$ cat config.mk
export PLATFORM = sky130hd
export DESIGN_NAME = rounded_box_overlay_compositor_flat
export DESIGN_NICKNAME = d
export VERILOG_FILES = /design/src/hw/rtl/rbox_pkg.sv /design/src/hw/rtl/rbox_if.sv /design/src/hw/rtl/rbox_geom.sv /design/src/hw/rtl/rbox_blend.sv /design/src/hw/rtl/rounded_box_overlay_compositor.sv /design/src/flat_wrapper.sv
export SDC_FILE = /design/constraint.sdc
export NUM_CORES = 2
export LEC_CHECK = 0
export BUFFER_PORTS_ARGS = -buffer_cell sky130_fd_sc_hd__buf_2
export CAP_MARGIN = 5
export CORE_MARGIN = 5
export CORE_UTILIZATION = 40
export DETAILED_ROUTE_END_ITERATION = 8
export PLACE_DENSITY_LB_ADDON = 0.15
export SYNTH_ARGS = -nofsm -noshare
export SYNTH_HDL_FRONTEND = slang
export SYNTH_SLANG_ARGS = --single-unit
$ cat constraint.sdc
create_clock -name clk -period 8.2 [get_ports clk]
set_input_delay 2.05 -clock clk [delete_from_list [all_inputs] [get_ports clk]]
set_output_delay 2.05 -clock clk [all_outputs]
set_load 0.01 [all_outputs]
$ cat src/hw/rtl/rbox_pkg.sv
package rbox_pkg;

    // Configuration port geometry.
    localparam int CFG_INDEX_W = 4;
    localparam int CFG_DATA_W  = 8;

    // Register indexes on the configuration port.
    localparam logic [CFG_INDEX_W-1:0] REG_FILL_RED     = 4'd0;
    localparam logic [CFG_INDEX_W-1:0] REG_FILL_GREEN   = 4'd1;
    localparam logic [CFG_INDEX_W-1:0] REG_FILL_BLUE    = 4'd2;
    localparam logic [CFG_INDEX_W-1:0] REG_FILL_ALPHA   = 4'd3;
    localparam logic [CFG_INDEX_W-1:0] REG_INK_RED      = 4'd4;
    localparam logic [CFG_INDEX_W-1:0] REG_INK_GREEN    = 4'd5;
    localparam logic [CFG_INDEX_W-1:0] REG_INK_BLUE     = 4'd6;
    localparam logic [CFG_INDEX_W-1:0] REG_BORDER_WIDTH = 4'd7;

    // Register reset values.
    localparam logic [7:0] RST_FILL_COLOR   = 8'd0;
    localparam logic [7:0] RST_FILL_ALPHA   = 8'd192;
    localparam logic [7:0] RST_INK_COLOR    = 8'd255;
    localparam logic [5:0] RST_BORDER_WIDTH = 6'd0;

    // Opacity of the border band.
    localparam logic [7:0] BORDER_ALPHA = 8'd180;
    localparam logic [7:0] FULL_SCALE   = 8'd255;

    typedef enum logic [1:0] {
        REGION_OUTSIDE  = 2'd0,
        REGION_INTERIOR = 2'd1,
        REGION_BORDER   = 2'd2
    } region_t;

    typedef struct packed {
        logic [7:0] fill_red;
        logic [7:0] fill_green;
        logic [7:0] fill_blue;
        logic [7:0] fill_alpha;
        logic [7:0] ink_red;
        logic [7:0] ink_green;
        logic [7:0] ink_blue;
        logic [5:0] border_width;
    } rbox_cfg_t;

    // What the geometry stages hand to the blend stages for one pixel.
    typedef struct packed {
        region_t    region;
        logic [7:0] alpha;
        logic [7:0] coverage;
    } rbox_geo_t;

endpackage

$ cat src/hw/rtl/rbox_if.sv
interface rbox_pix_if;
    logic       valid;
    logic       ready;
    logic [9:0] pixel_x;
    logic [6:0] pixel_y;
    logic [7:0] text_coverage;

    modport source (output valid, pixel_x, pixel_y, text_coverage, input ready);
    modport sink (input valid, pixel_x, pixel_y, text_coverage, output ready);
endinterface

interface rbox_res_if;
    logic       valid;
    logic       ready;
    logic [7:0] out_alpha;
    logic [7:0] out_red;
    logic [7:0] out_green;
    logic [7:0] out_blue;
    logic [1:0] region;

    modport source (output valid, out_alpha, out_red, out_green, out_blue, region,
                    input ready);
    modport sink (input valid, out_alpha, out_red, out_green, out_blue, region,
                  output ready);
endinterface

interface rbox_cfg_if;
    logic                               valid;
    logic                               ready;
    logic [rbox_pkg::CFG_INDEX_W-1:0]   index;
    logic [rbox_pkg::CFG_DATA_W-1:0]    data;

    modport source (output valid, index, data, input ready);
    modport sink (input valid, index, data, output ready);
endinterface

$ cat src/hw/rtl/rbox_geom.sv
module rbox_geom #(
    parameter int FRAME_WIDTH   = 900,
    parameter int FRAME_HEIGHT  = 120,
    parameter int BOX_INSET     = 16,
    parameter int CORNER_RADIUS = 20
) (
    input  logic                clk,
    input  logic                rst_n,
    input  logic                in_valid,
    output logic                in_ready,
    input  logic [9:0]          pixel_x,
    input  logic [6:0]          pixel_y,
    input  logic [7:0]          text_coverage,
    input  rbox_pkg::rbox_cfg_t cfg,
    output logic                out_valid,
    input  logic                out_ready,
    output rbox_pkg::rbox_geo_t out_geo
);

    localparam int CoordW = 14;
    typedef logic signed [CoordW-1:0] coord_t;

    localparam coord_t BOX_W  = coord_t'(FRAME_WIDTH - 2 * BOX_INSET);
    localparam coord_t BOX_H  = coord_t'(FRAME_HEIGHT - 2 * BOX_INSET);
    localparam coord_t INSET  = coord_t'(BOX_INSET);
    localparam coord_t RADIUS = coord_t'(CORNER_RADIUS);
    localparam logic [17:0] OUTER_RR = 18'(CORNER_RADIUS * CORNER_RADIUS);

    typedef struct packed {
        logic              inrange;
        logic              band;
        logic signed [8:0] dx;
        logic signed [8:0] dy;
    } prep_t;

    typedef struct packed {
        logic        inrange;
        logic        band;
        logic [16:0] sq_x;
        logic [16:0] sq_y;
    } squares_t;

    // Splits the rounded-box test into the cheap range checks and the corner
    // offsets. The offsets only matter in a corner, where they stay within 9 bits.
    function automatic prep_t box_prep(input coord_t x, input coord_t y,
                                       input coord_t w, input coord_t h,
                                       input coord_t r);
        prep_t  p;
        coord_t ccx;
        coord_t ccy;
        coord_t ddx;
        coord_t ddy;
        p.inrange = (x >= 0) && (y >= 0) && (x < w) && (y < h);
        p.band    = ((x >= r) && (x < w - r)) || ((y >= r) && (y < h - r));
        ccx       = (x < r) ? r : w - r - coord_t'(1);
        ccy       = (y < r) ? r : h - r - coord_t'(1);
        ddx       = x - ccx;
        ddy       = y - ccy;
        p.dx      = ddx[8:0];
        p.dy      = ddy[8:0];
        return p;
    endfunction

    function automatic logic [16:0] sq9(input logic signed [8:0] v);
        logic signed [17:0] prod;
        prod = v * v;
        return prod[16:0];
    endfunction

    // Stage 1: range checks and corner offsets for the outer and inner boxes.
    logic       s1_valid_reg;
    prep_t      s1_outer_reg, s1_outer_next;
    prep_t      s1_inner_reg, s1_inner_next;
    logic [7:0] s1_inner_r_reg, s1_inner_r_next;
    logic       s1_border_on_reg;
    logic [7:0] s1_cov_reg;

    // Stage 2: squared offsets.
    logic        s2_valid_reg;
    squares_t    s2_outer_reg, s2_outer_next;
    squares_t    s2_inner_reg, s2_inner_next;
    logic [15:0] s2_inner_rr_reg;
    logic        s2_border_on_reg;
    logic [7:0]  s2_cov_reg;

    // Stage 3: region decision.
    logic                s3_valid_reg;
    rbox_pkg::rbox_geo_t s3_geo_reg, s3_geo_next;

    logic en1, en2, en3;

    assign en3      = !s3_valid_reg || out_ready;
    assign en2      = !s2_valid_reg || en3;
    assign en1      = !s1_valid_reg || en2;
    assign in_ready = en1;

    always_comb
    begin
        coord_t bx;
        coord_t by;
        coord_t bw;
        logic   in_frame;
        bx       = coord_t'({4'b0, pixel_x}) - INSET;
        by       = coord_t'({7'b0, pixel_y}) - INSET;
        bw       = coord_t'({8'b0, cfg.border_width});
        in_frame = ({4'b0, pixel_x} < 14'(FRAME_WIDTH)) &&
                   ({7'b0, pixel_y} < 14'(FRAME_HEIGHT));

        s1_outer_next         = box_prep(bx, by, BOX_W, BOX_H, RADIUS);
        s1_outer_next.inrange = s1_outer_next.inrange && in_frame;
        s1_inner_next         = box_prep(bx - bw, by - bw, BOX_W - (bw + bw),
                                         BOX_H - (bw + bw), RADIUS - bw);
        // Inner radius clamps at zero; a zero radius makes the box square.
        if (bw >= RADIUS)
        begin
            s1_inner_r_next = 8'd0;
            s1_inner_next   = box_prep(bx - bw, by - bw, BOX_W - (bw + bw),
                                       BOX_H - (bw + bw), coord_t'(0));
        end
        else
        begin
            s1_inner_r_next = 8'(RADIUS - bw);
        end
    end

    always_comb
    begin
        s2_outer_next.inrange = s1_outer_reg.inrange;
        s2_outer_next.band    = s1_outer_reg.band;
        s2_outer_next.sq_x    = sq9(s1_outer_reg.dx);
        s2_outer_next.sq_y    = sq9(s1_outer_reg.dy);
        s2_inner_next.inrange = s1_inner_reg.inrange;
        s2_inner_next.band    = s1_inner_reg.band;
        s2_inner_next.sq_x    = sq9(s1_inner_reg.dx);
        s2_inner_next.sq_y    = sq9(s1_inner_reg.dy);
    end

    always_comb
    begin
        logic [17:0] outer_sum;
        logic [17:0] inner_sum;
        logic        outer_in;
        logic        inner_in;
        outer_sum = {1'b0, s2_outer_reg.sq_x} + {1'b0, s2_outer_reg.sq_y};
        inner_sum = {1'b0, s2_inner_reg.sq_x} + {1'b0, s2_inner_reg.sq_y};
        outer_in  = s2_outer_reg.inrange &&
                    (s2_outer_reg.band || (outer_sum <= OUTER_RR));
        inner_in  = s2_inner_reg.inrange &&
                    (s2_inner_reg.band || (inner_sum <= {2'b0, s2_inner_rr_reg}));

        s3_geo_next.coverage = s2_cov_reg;
        if (!outer_in)
        begin
            s3_geo_next.region = rbox_pkg::REGION_OUTSIDE;
            s3_geo_next.alpha  = 8'd0;
        end
        else if (s2_border_on_reg && !inner_in)
        begin
            s3_geo_next.region = rbox_pkg::REGION_BORDER;
            s3_geo_next.alpha  = rbox_pkg::BORDER_ALPHA;
        end
        else
        begin
            s3_geo_next.region = rbox_pkg::REGION_INTERIOR;
            s3_geo_next.alpha  = cfg.fill_alpha;
        end
    end

    always_ff @(posedge clk or negedge rst_n)
    begin
        if (!rst_n)
        begin
            s1_valid_reg <= 1'b0;
            s2_valid_reg <= 1'b0;
            s3_valid_reg <= 1'b0;
        end
        else
        begin
            if (en1)
            begin
                s1_valid_reg <= in_valid;
            end
            if (en2)
            begin
                s2_valid_reg <= s1_valid_reg;
            end
            if (en3)
            begin
                s3_valid_reg <= s2_valid_reg;
            end
        end
    end

    always_ff @(posedge clk)
    begin
        if (en1)
        begin
            s1_outer_reg     <= s1_outer_next;
            s1_inner_reg     <= s1_inner_next;
            s1_inner_r_reg   <= s1_inner_r_next;
            s1_border_on_reg <= (cfg.border_width != 6'd0);
            s1_cov_reg       <= text_coverage;
        end
        if (en2)
        begin
            s2_outer_reg     <= s2_outer_next;
            s2_inner_reg     <= s2_inner_next;
            s2_inner_rr_reg  <= s1_inner_r_reg * s1_inner_r_reg;
            s2_border_on_reg <= s1_border_on_reg;
            s2_cov_reg       <= s1_cov_reg;
        end
        if (en3)
        begin
            s3_geo_reg <= s3_geo_next;
        end
    end

    assign out_valid = s3_valid_reg;
    assign out_geo   = s3_geo_reg;

endmodule

$ cat src/hw/rtl/rbox_blend.sv
module rbox_blend (
    input  logic                clk,
    input  logic                rst_n,
    input  logic                in_valid,
    output logic                in_ready,
    input  rbox_pkg::rbox_geo_t geo,
    input  rbox_pkg::rbox_cfg_t cfg,
    output logic                out_valid,
    input  logic                out_ready,
    output logic [7:0]          out_alpha,
    output logic [7:0]          out_red,
    output logic [7:0]          out_green,
    output logic [7:0]          out_blue,
    output logic [1:0]          region
);

    // Exact floor(p / 255) for every product of two 8-bit values.
    function automatic logic [7:0] div255(input logic [15:0] p);
        logic [16:0] s;
        s = {1'b0, p} + 17'd1 + {9'b0, p[15:8]};
        return s[15:8];
    endfunction

    // Stage 1: fill color times background alpha.
    logic                b1_valid_reg;
    logic [15:0]         b1_pr_reg, b1_pg_reg, b1_pb_reg;
    rbox_pkg::rbox_geo_t b1_geo_reg;

    // Stage 2: premultiplied background.
    logic                b2_valid_reg;
    logic [7:0]          b2_bgr_reg, b2_bgg_reg, b2_bgb_reg;
    rbox_pkg::rbox_geo_t b2_geo_reg;

    // Stage 3: ink and background products.
    logic                b3_valid_reg;
    logic [15:0]         b3_ir_reg, b3_ig_reg, b3_ib_reg;
    logic [15:0]         b3_br_reg, b3_bg_reg, b3_bb_reg;
    logic [15:0]         b3_ba_reg;
    logic [7:0]          b3_cov_reg;
    rbox_pkg::region_t   b3_region_reg;

    // Stage 4: output word.
    logic                b4_valid_reg;
    logic [7:0]          b4_alpha_reg, b4_red_reg, b4_green_reg, b4_blue_reg;
    rbox_pkg::region_t   b4_region_reg;

    logic       en1, en2, en3, en4;
    logic [7:0] inv;

    assign en4      = !b4_valid_reg || out_ready;
    assign en3      = !b3_valid_reg || en4;
    assign en2      = !b2_valid_reg || en3;
    assign en1      = !b1_valid_reg || en2;
    assign in_ready = en1;
    assign inv      = rbox_pkg::FULL_SCALE - b2_geo_reg.coverage;

    always_ff @(posedge clk or negedge rst_n)
    begin
        if (!rst_n)
        begin
            b1_valid_reg <= 1'b0;
            b2_valid_reg <= 1'b0;
            b3_valid_reg <= 1'b0;
            b4_valid_reg <= 1'b0;
        end
        else
        begin
            if (en1)
            begin
                b1_valid_reg <= in_valid;
            end
            if (en2)
            begin
                b2_valid_reg <= b1_valid_reg;
            end
            if (en3)
            begin
                b3_valid_reg <= b2_valid_reg;
            end
            if (en4)
            begin
                b4_valid_reg <= b3_valid_reg;
            end
        end
    end

    always_ff @(posedge clk)
    begin
        if (en1)
        begin
            b1_pr_reg  <= cfg.fill_red * geo.alpha;
            b1_pg_reg  <= cfg.fill_green * geo.alpha;
            b1_pb_reg  <= cfg.fill_blue * geo.alpha;
            b1_geo_reg <= geo;
        end
        if (en2)
        begin
            b2_bgr_reg <= div255(b1_pr_reg);
            b2_bgg_reg <= div255(b1_pg_reg);
            b2_bgb_reg <= div255(b1_pb_reg);
            b2_geo_reg <= b1_geo_reg;
        end
        if (en3)
        begin
            // With zero coverage the ink terms vanish and inv is full scale,
            // so the background passes through unchanged.
            b3_ir_reg     <= cfg.ink_red * b2_geo_reg.coverage;
            b3_ig_reg     <= cfg.ink_green * b2_geo_reg.coverage;
            b3_ib_reg     <= cfg.ink_blue * b2_geo_reg.coverage;
            b3_br_reg     <= b2_bgr_reg * inv;
            b3_bg_reg     <= b2_bgg_reg * inv;
            b3_bb_reg     <= b2_bgb_reg * inv;
            b3_ba_reg     <= b2_geo_reg.alpha * inv;
            b3_cov_reg    <= b2_geo_reg.coverage;
            b3_region_reg <= b2_geo_reg.region;
        end
        if (en4)
        begin
            b4_alpha_reg  <= b3_cov_reg + div255(b3_ba_reg);
            b4_red_reg    <= div255(b3_ir_reg) + div255(b3_br_reg);
            b4_green_reg  <= div255(b3_ig_reg) + div255(b3_bg_reg);
            b4_blue_reg   <= div255(b3_ib_reg) + div255(b3_bb_reg);
            b4_region_reg <= b3_region_reg;
        end
    end

    assign out_valid = b4_valid_reg;
    assign out_alpha = b4_alpha_reg;
    assign out_red   = b4_red_reg;
    assign out_green = b4_green_reg;
    assign out_blue  = b4_blue_reg;
    assign region    = b4_region_reg;

endmodule

$ cat src/hw/rtl/rounded_box_overlay_compositor.sv
// Rounded box overlay compositor.
// The pix channel takes one word per pixel: its column, row and text coverage.
// The res channel returns one premultiplied ARGB word per pixel together with
// a region code (outside the box, box interior, border band), in input order.
// The cfg channel writes the fill color, fill alpha, ink color and border
// width by register index; it is always ready and a write takes effect at
// once, so the user must write it only while no pixel is in flight; the
// block itself does not enforce this. Throughput is one pixel per clock
// while res is ready. Seven register stages lie between pix and res: three
// of box geometry (range checks, squared corner offsets, radius compare)
// and four of blending (fill products, divide by 255, ink and background
// products, final divide and sum).
// Each stage holds its own valid bit and loads whenever it is empty or the
// stage after it moves, so bubbles close up when res stalls and pix keeps
// being accepted until every stage holds a pixel. A stalled result holds.
// Reset empties the pipeline and returns the registers to their defaults:
// black fill at alpha 192, white ink, no border.
module rounded_box_overlay_compositor #(
    parameter int FRAME_WIDTH   = 900,
    parameter int FRAME_HEIGHT  = 120,
    parameter int BOX_INSET     = 16,
    parameter int CORNER_RADIUS = 20
) (
    input  logic       clk,
    input  logic       rst_n,
    rbox_pix_if.sink   pix,
    rbox_res_if.source res,
    rbox_cfg_if.sink   cfg
);

    rbox_pkg::rbox_cfg_t cfg_reg;
    rbox_pkg::rbox_geo_t geo;
    logic                geo_valid;
    logic                geo_ready;

    // Configuration registers. Unknown indexes are dropped; the border width
    // keeps the low six bits of the written data.
    assign cfg.ready = 1'b1;

    always_ff @(posedge clk or negedge rst_n)
    begin
        if (!rst_n)
        begin
            cfg_reg.fill_red     <= rbox_pkg::RST_FILL_COLOR;
            cfg_reg.fill_green   <= rbox_pkg::RST_FILL_COLOR;
            cfg_reg.fill_blue    <= rbox_pkg::RST_FILL_COLOR;
            cfg_reg.fill_alpha   <= rbox_pkg::RST_FILL_ALPHA;
            cfg_reg.ink_red      <= rbox_pkg::RST_INK_COLOR;
            cfg_reg.ink_green    <= rbox_pkg::RST_INK_COLOR;
            cfg_reg.ink_blue     <= rbox_pkg::RST_INK_COLOR;
            cfg_reg.border_width <= rbox_pkg::RST_BORDER_WIDTH;
        end
        else if (cfg.valid)
        begin
            unique case (cfg.index)
                rbox_pkg::REG_FILL_RED:     cfg_reg.fill_red     <= cfg.data;
                rbox_pkg::REG_FILL_GREEN:   cfg_reg.fill_green   <= cfg.data;
                rbox_pkg::REG_FILL_BLUE:    cfg_reg.fill_blue    <= cfg.data;
                rbox_pkg::REG_FILL_ALPHA:   cfg_reg.fill_alpha   <= cfg.data;
                rbox_pkg::REG_INK_RED:      cfg_reg.ink_red      <= cfg.data;
                rbox_pkg::REG_INK_GREEN:    cfg_reg.ink_green    <= cfg.data;
                rbox_pkg::REG_INK_BLUE:     cfg_reg.ink_blue     <= cfg.data;
                rbox_pkg::REG_BORDER_WIDTH: cfg_reg.border_width <= cfg.data[5:0];
                default:
                begin
                end
            endcase
        end
    end

    // Geometry: decides the region and the background alpha of each pixel.
    rbox_geom #(
        .FRAME_WIDTH   (FRAME_WIDTH),
        .FRAME_HEIGHT  (FRAME_HEIGHT),
        .BOX_INSET     (BOX_INSET),
        .CORNER_RADIUS (CORNER_RADIUS)
    ) u_geom (
        .clk           (clk),
        .rst_n         (rst_n),
        .in_valid      (pix.valid),
        .in_ready      (pix.ready),
        .pixel_x       (pix.pixel_x),
        .pixel_y       (pix.pixel_y),
        .text_coverage (pix.text_coverage),
        .cfg           (cfg_reg),
        .out_valid     (geo_valid),
        .out_ready     (geo_ready),
        .out_geo       (geo)
    );

    // Blend: premultiplies the fill and lays the ink over it.
    rbox_blend u_blend (
        .clk       (clk),
        .rst_n     (rst_n),
        .in_valid  (geo_valid),
        .in_ready  (geo_ready),
        .geo       (geo),
        .cfg       (cfg_reg),
        .out_valid (res.valid),
        .out_ready (res.ready),
        .out_alpha (res.out_alpha),
        .out_red   (res.out_red),
        .out_green (res.out_green),
        .out_blue  (res.out_blue),
        .region    (res.region)
    );

    // The input is held off only when every stage is full and the output stalls.
    a_backpressure_only_when_full: assert property (
        @(posedge clk) disable iff (!rst_n)
        !pix.ready |-> (res.valid && !res.ready))
        else $error("input stalled while the pipeline has room");

    // A premultiplied color never exceeds its alpha.
    a_premultiplied: assert property (
        @(posedge clk) disable iff (!rst_n)
        res.valid |-> (res.out_red <= res.out_alpha) &&
                      (res.out_green <= res.out_alpha) &&
                      (res.out_blue <= res.out_alpha))
        else $error("color channel above alpha");

    // A border pixel needs a border and an alpha of at least 179.
    a_border_band: assert property (
        @(posedge clk) disable iff (!rst_n)
        (res.valid && (res.region == rbox_pkg::REGION_BORDER)) |->
            ((cfg_reg.border_width != 6'd0) && (res.out_alpha >= 8'd179)))
        else $error("border pixel without border or with low alpha");

endmodule

$ cat src/flat_wrapper.sv
// flat-port wrapper written by rule: the top's interface ports become plain ports
module rounded_box_overlay_compositor_flat 
#(
    parameter int FRAME_WIDTH   = 900,
    parameter int FRAME_HEIGHT  = 120,
    parameter int BOX_INSET     = 16,
    parameter int CORNER_RADIUS = 20
)
  (clk, rst_n, pix_valid, pix_pixel_x, pix_pixel_y, pix_text_coverage, pix_ready, res_valid, res_out_alpha, res_out_red, res_out_green, res_out_blue, res_region, res_ready, cfg_valid, cfg_index, cfg_data, cfg_ready);
  rbox_pix_if pix_i ();
  rbox_res_if res_i ();
  rbox_cfg_if cfg_i ();
  input  logic clk;
  input  logic rst_n;
  input wire logic [$bits(pix_i.valid)-1:0] pix_valid;
  input wire logic [$bits(pix_i.pixel_x)-1:0] pix_pixel_x;
  input wire logic [$bits(pix_i.pixel_y)-1:0] pix_pixel_y;
  input wire logic [$bits(pix_i.text_coverage)-1:0] pix_text_coverage;
  output wire logic [$bits(pix_i.ready)-1:0] pix_ready;
  output wire logic [$bits(res_i.valid)-1:0] res_valid;
  output wire logic [$bits(res_i.out_alpha)-1:0] res_out_alpha;
  output wire logic [$bits(res_i.out_red)-1:0] res_out_red;
  output wire logic [$bits(res_i.out_green)-1:0] res_out_green;
  output wire logic [$bits(res_i.out_blue)-1:0] res_out_blue;
  output wire logic [$bits(res_i.region)-1:0] res_region;
  input wire logic [$bits(res_i.ready)-1:0] res_ready;
  input wire logic [$bits(cfg_i.valid)-1:0] cfg_valid;
  input wire logic [$bits(cfg_i.index)-1:0] cfg_index;
  input wire logic [$bits(cfg_i.data)-1:0] cfg_data;
  output wire logic [$bits(cfg_i.ready)-1:0] cfg_ready;
  assign pix_i.valid = pix_valid;
  assign pix_i.pixel_x = pix_pixel_x;
  assign pix_i.pixel_y = pix_pixel_y;
  assign pix_i.text_coverage = pix_text_coverage;
  assign pix_ready = pix_i.ready;
  assign res_valid = res_i.valid;
  assign res_out_alpha = res_i.out_alpha;
  assign res_out_red = res_i.out_red;
  assign res_out_green = res_i.out_green;
  assign res_out_blue = res_i.out_blue;
  assign res_region = res_i.region;
  assign res_i.ready = res_ready;
  assign cfg_i.valid = cfg_valid;
  assign cfg_i.index = cfg_index;
  assign cfg_i.data = cfg_data;
  assign cfg_ready = cfg_i.ready;
  rounded_box_overlay_compositor #(.FRAME_WIDTH(FRAME_WIDTH), .FRAME_HEIGHT(FRAME_HEIGHT), .BOX_INSET(BOX_INSET), .CORNER_RADIUS(CORNER_RADIUS)) u_core (.clk(clk), .rst_n(rst_n), .pix(pix_i), .res(res_i), .cfg(cfg_i));
endmodule
* After elaboration in Yosys (flattened, before gate mapping) *
Index checks and enable logic that the tools add are counted.

storage, ports and cells
  logic and storage cells = 222
  register bits after elaboration = 504
  output and inout bits = 37
  input bits = 42

cells by class
  reductions and logical operators = 48
  add/sub/neg operators = 47
  magnitude comparators = 29
  bitwise operators = 1
  multipliers = 15
  equal/unequal tests = 7
  multiplexer cells = 8

operators by type and width
  operator               count
  $mul 8x8->16           11
  $add 16x1->16 const B  10
  $add 16x8->16          10
  $mul 9x9->17           4
  $mux 9                 5
  $sub 9x9->9            5
  $add 17x17->18         2
  $add 8x8->8            4
  $sub 9x2->9 const B    3
  $ge 12x1->1 const B    2
  $sub 11x7->12          2
  $lt 11x11->1 const B   2
  $mux 19                1
  $ge 9x1->1 const B     2
  $le 18x16->1           1
  $le 18x9->1 const B    1
  $sub 8x7->9            2
  $logic_and 1x1->1      17
  $eq 4x3->1 const B     4
  $lt 8x8->1 const B     2
  $reduce_and 2->1       8
  $lt 12x14->1           1
  $ge 12x7->1            1
  $logic_or 1x1->1       12
  35 further kinds       43

* Logic depth before layout (Yosys ltp) *
  depth after elaboration = 8
  depth in mapped cells = 29

* Hierarchy *
From an unflattened synthesis, not the netlist that was laid out.

unflattened totals
  cells, all modules = 5759
  area total of the unflattened synthesis = 58742.6 um^2

modules (own cells, without submodules)
  module                          sequential area each (um^2)  cells each  area an instance (um^2)  instances
  rbox_blend                      8027.7                       3225        32796.5                  1
  rbox_geom                       5059.9                       2392        23501.3                  1
  rounded_box_overlay_compositor  1584.0                       142         2444.8                   1

* Least setup slack after synthesis *
Ideal clock, no wire load.

  path kind = in2out
  start = input port res_ready
  end = output port pix_ready
  slack = 0.564 ns
  arrival = 5.586 ns
  stages = 4
  path through = nor2b_1 nand3_1 nor2_1 nand4_1

on the way
  cells in the longest elaborated chain, start to end = 7

ends and longest elaborated chain
  element                 line                RTL
  from (decl)             flat_wrapper.sv:26  input wire logic [$bits(res_i.ready)-1:0] res_ready;
  $logic_or 1x1->1        rbox_blend.sv:50    assign en4 = !b4_valid_reg || out_ready;
  $logic_or 1x1->1        rbox_blend.sv:51    assign en3 = !b3_valid_reg || en4;
  $logic_or 1x1->1        rbox_blend.sv:52    assign en2 = !b2_valid_reg || en3;
  net u_core.u_blend.en2  rbox_blend.sv:47    logic en1, en2, en3, en4;
  $logic_or 1x1->1        rbox_blend.sv:53    assign en1 = !b1_valid_reg || en2;
  $logic_or 1x1->1        rbox_geom.sv:92     assign en3 = !s3_valid_reg || out_ready;
  $logic_or 1x1->1        rbox_geom.sv:93     assign en2 = !s2_valid_reg || en3;
  $logic_or 1x1->1        rbox_geom.sv:94     assign en1 = !s1_valid_reg || en2;
  to (decl)               flat_wrapper.sv:19  output wire logic [$bits(pix_i.ready)-1:0] pix_ready;

The timed path passes the listed nets, and every way through them passes these cells.

==> impl_metrics.tcl <==
set metrics [dict create \
    cp_slowest_cell "fa_1" \
    fill_cells 13800 \
    skew_ps 24.3 \
    hold_start "u_core.u_geom.s2_cov_reg[3]" \
    grt_pass1_vias 40200 \
    fin_setup_tns_ps 0 \
    coreArea_um2 144000 \
    layout_min_cycle_time_ps 7060 \
    hold_buffers 0 \
    hold_violations 0 \
    cts.path.max_buffers 3 \
    wl_per_cell_um 16.3 \
    synth.area.top_cells "edfxtp_1 (22%), fa_1 (21%), ha_1 (17%)" \
    clock-sinks 499 \
    syn_to_final_growth_pct 8.13 \
    r2r_cells 27 \
    ant_nets 0 \
    clkTransAtPathRegs_ps 60 \
    num_rows 139 \
    grt_max_degree 67 \
    die_y_um 391 \
    synth_area_leader_cell "edfxtp_1" \
    critical_path_class "in -> reg" \
    reg2reg_from "u_core.cfg_reg[1]" \
    synth_cell_types 86 \
    fmax_ghz 0.142 \
    status "finished, final reports clean" \
    end_kind "flip-flop" \
    rr_endpoint "u_core.u_geom.s1_inner_reg[17]" \
    synth_warnings 0 \
    clk-insertion-delay-late_ps 680 \
    antenna_found_initial 6 \
    required_ps 8730 \
    finalNetCount 7186 \
    cts_buffers 61 \
    relSlewSlack_pct 14.5 \
    grt_overflow 0 \
    grt_pass1_wl_mm 211 \
    start_util_pct 40.3 \
    rsz0062_at_grt "no" \
    routed_wl_mm 125 \
    num_vias 38200 \
    synth_area_um2 58000 \
    drc_errors 0 \
    boundaryPins 79 \
    holdPathStages 0 \
    post-synth-top-area-fraction_pct 22.3 \
    max_cap_viol_count 0 \
    cp_max_fo 6 \
    port-buffer-count 77 \
    synth_async_sr_flop_share_pct 13.8 \
    grt_usage_pct 16.9 \
    dp_hpwl_mm 98.7 \
    root_buffer "clkbuf_16" \
    synthFlopType "edfxtp_1" \
    fp.dieW_um 391 \
    syn_area_per_cell_um2 10.2 \
    cts_tree "done" \
    worst_pin_slew_ps 1280 \
    hold_class "reg -> reg" \
    syn_inst 5690 \
    cp-startpoint "pix_pixel_x[4]" \
    synth_edf_count 430 \
    start_kind "primary input" \
    reg2reg_slack_ps 1990 \
    ys_ff_latch 499 \
    holdPathEnd "u_core.u_geom.out_geo[3]" \
    first_iter_violations 1685 \
    critPathMaxStageDelay_ps 410 \
    crit_arrival_ps 7590 \
    die-area_um2 153000 \
    gp_congestion 0.822 \
    routed_via_density 4.96 \
    slew_violations 0 \
    yosysSeqAreaShare_pct 25.3 \
    cts_resized 0 \
    drive_above_1_share_pct 5.80 \
    post_cts_buffers 0 \
    largest_register_ffs 62 \
    firstDrtPassIters 5 \
    setup_viol 0 \
    cts_max_level 2 \
    post-route-period-util_pct 86.1 \
]
## cells in the mapped netlist (10+ instances only)
library cell,number
xnor2_1,309
nand3_1,57
a22oi_1,10
a21boi_0,26
nor2_1,212
o31ai_1,10
a211oi_1,18
dfrtp_1,43
a21o_1,68
inv_1,912
a31oi_1,18
clkbuf_1,119
xor2_1,95
nand4_1,31
o41ai_1,14
a21oi_1,181
or3_1,20
or2_2,21
fa_1,619
o21a_1,65
nand2_1,405
o21ai_0,134
and2_1,329
ha_1,787
edfxtp_1,430
nand2b_1,173
mux2_2,57
dfstp_2,26
and3_1,13
nand3b_1,10
nor2b_1,217
o21bai_1,19
mux2i_1,10
nor3_1,73
## critical path: cells and delay by family
family	cells	cell delay, ps
AOI/OAI and AO/OA	12	2220
xor gates and xnor gates	3	630
adders and majority gates	5	1680
buffers and inverters	3	330
and+or+nand+nor	5	660
## area by class of cell
| type | count | area [um^2] | area share, % |
|---|---|---|---|
| Inverter | 913 | 3430 | 5.47 |
| Sequential cell | 499 | 14700 | 23.4 |
| Timing Repair Buffer | 112 | 676 | 1.08 |
| Tap cell | 1903 | 2380 | 3.80 |
| Clock buffer | 77 | 1620 | 2.58 |
| Clock inverter | 39 | 510 | 0.815 |
| Antenna cell | 4 | 10.0 | 0.0160 |
| Multi-Input combinational cell | 4151 | 39400 | 62.8 |
## per-layer routing
metal	track usage (%)	wire length, um	vias to the layer above
met2	29.1	59100	431
met3	2.03	4290	134
met1	23.1	59200	18800
li1	-	-	18800
met5	0	13	-
met4	3.70	2670	2
## worst max-delay path by stage
stage	endpoint	slack [ps]	cells past startpoint
5_1_grt	u_core.u_geom.s1_inner_reg[17]	690	28
6_report	u_core.u_geom.s1_inner_reg[17]	1140	28
2_1_floorplan	pix_ready	560	4
3_5_place_dp	u_core.u_geom.s1_inner_reg[17]	520	28
3_3_place_gp	u_core.u_geom.s1_inner_reg[17]	550	28
4_1_cts	u_core.u_geom.s1_inner_reg[17]	1260	28
## placed cells by master, fill, tap and decap left out, types with 10 or more instances in the layout
master / n
a211oi_1: 18
a21boi_0: 26
a21o_1: 68
a21oi_1: 181
a22oi_1: 10
a31oi_1: 18
and2_1: 329
and3_1: 13
buf_2: 76
buf_4: 34
clkbuf_1: 13
clkbuf_16: 61
dfrtp_1: 43
dfstp_2: 26
edfxtp_1: 430
fa_1: 619
ha_1: 787
inv_1: 910
mux2_2: 57
mux2i_1: 10
nand2_1: 404
nand2b_1: 173
nand3_1: 55
nand3b_1: 10
nand4_1: 31
nor2_1: 212
nor2b_1: 217
nor3_1: 73
o21a_1: 65
o21ai_0: 134
o21bai_1: 19
o31ai_1: 10
o41ai_1: 14
or2_2: 21
or3_1: 20
xnor2_1: 309
xor2_1: 95
## cells by family (layout without fill, tap and decap cells)
family                     Yosys count  count (layout)  synth area share [%]
adders and majority gates         1406            1406                  38.4
buffers and inverters             1041            1141                  6.80
xor gates and xnor gates           405             405                  6.15
DFF                                499             499                  25.3
and+or+nand+nor                   1609            1609                  14.6
muxes                               67              67                  1.28
AOI/OAI and AO/OA                  661             661                  7.43
other                                2               7                0.0130
## metrics by stage
step / setup slack [ps] / util [%] / hold WS, ps / instances / cell area, um^2
after CTS: 1260 / 43.6 / 417 / 7694 / 62700
after global routing: 694 / 43.6 / 425 / 7694 / 62700
after floorplan: 564 / - / 400 / 5691 / 58000
after global placement: 546 / 42.1 / 401 / 7578 / 60500
final: 1140 / 43.6 / 417 / 7698 / 62700
after detailed placement: 517 / 42.1 / 405 / 7578 / 60500
Power is left out: the tool's default activity adds up to more than one toggle a clock period on the data nets, which glitch-free logic cannot reach.
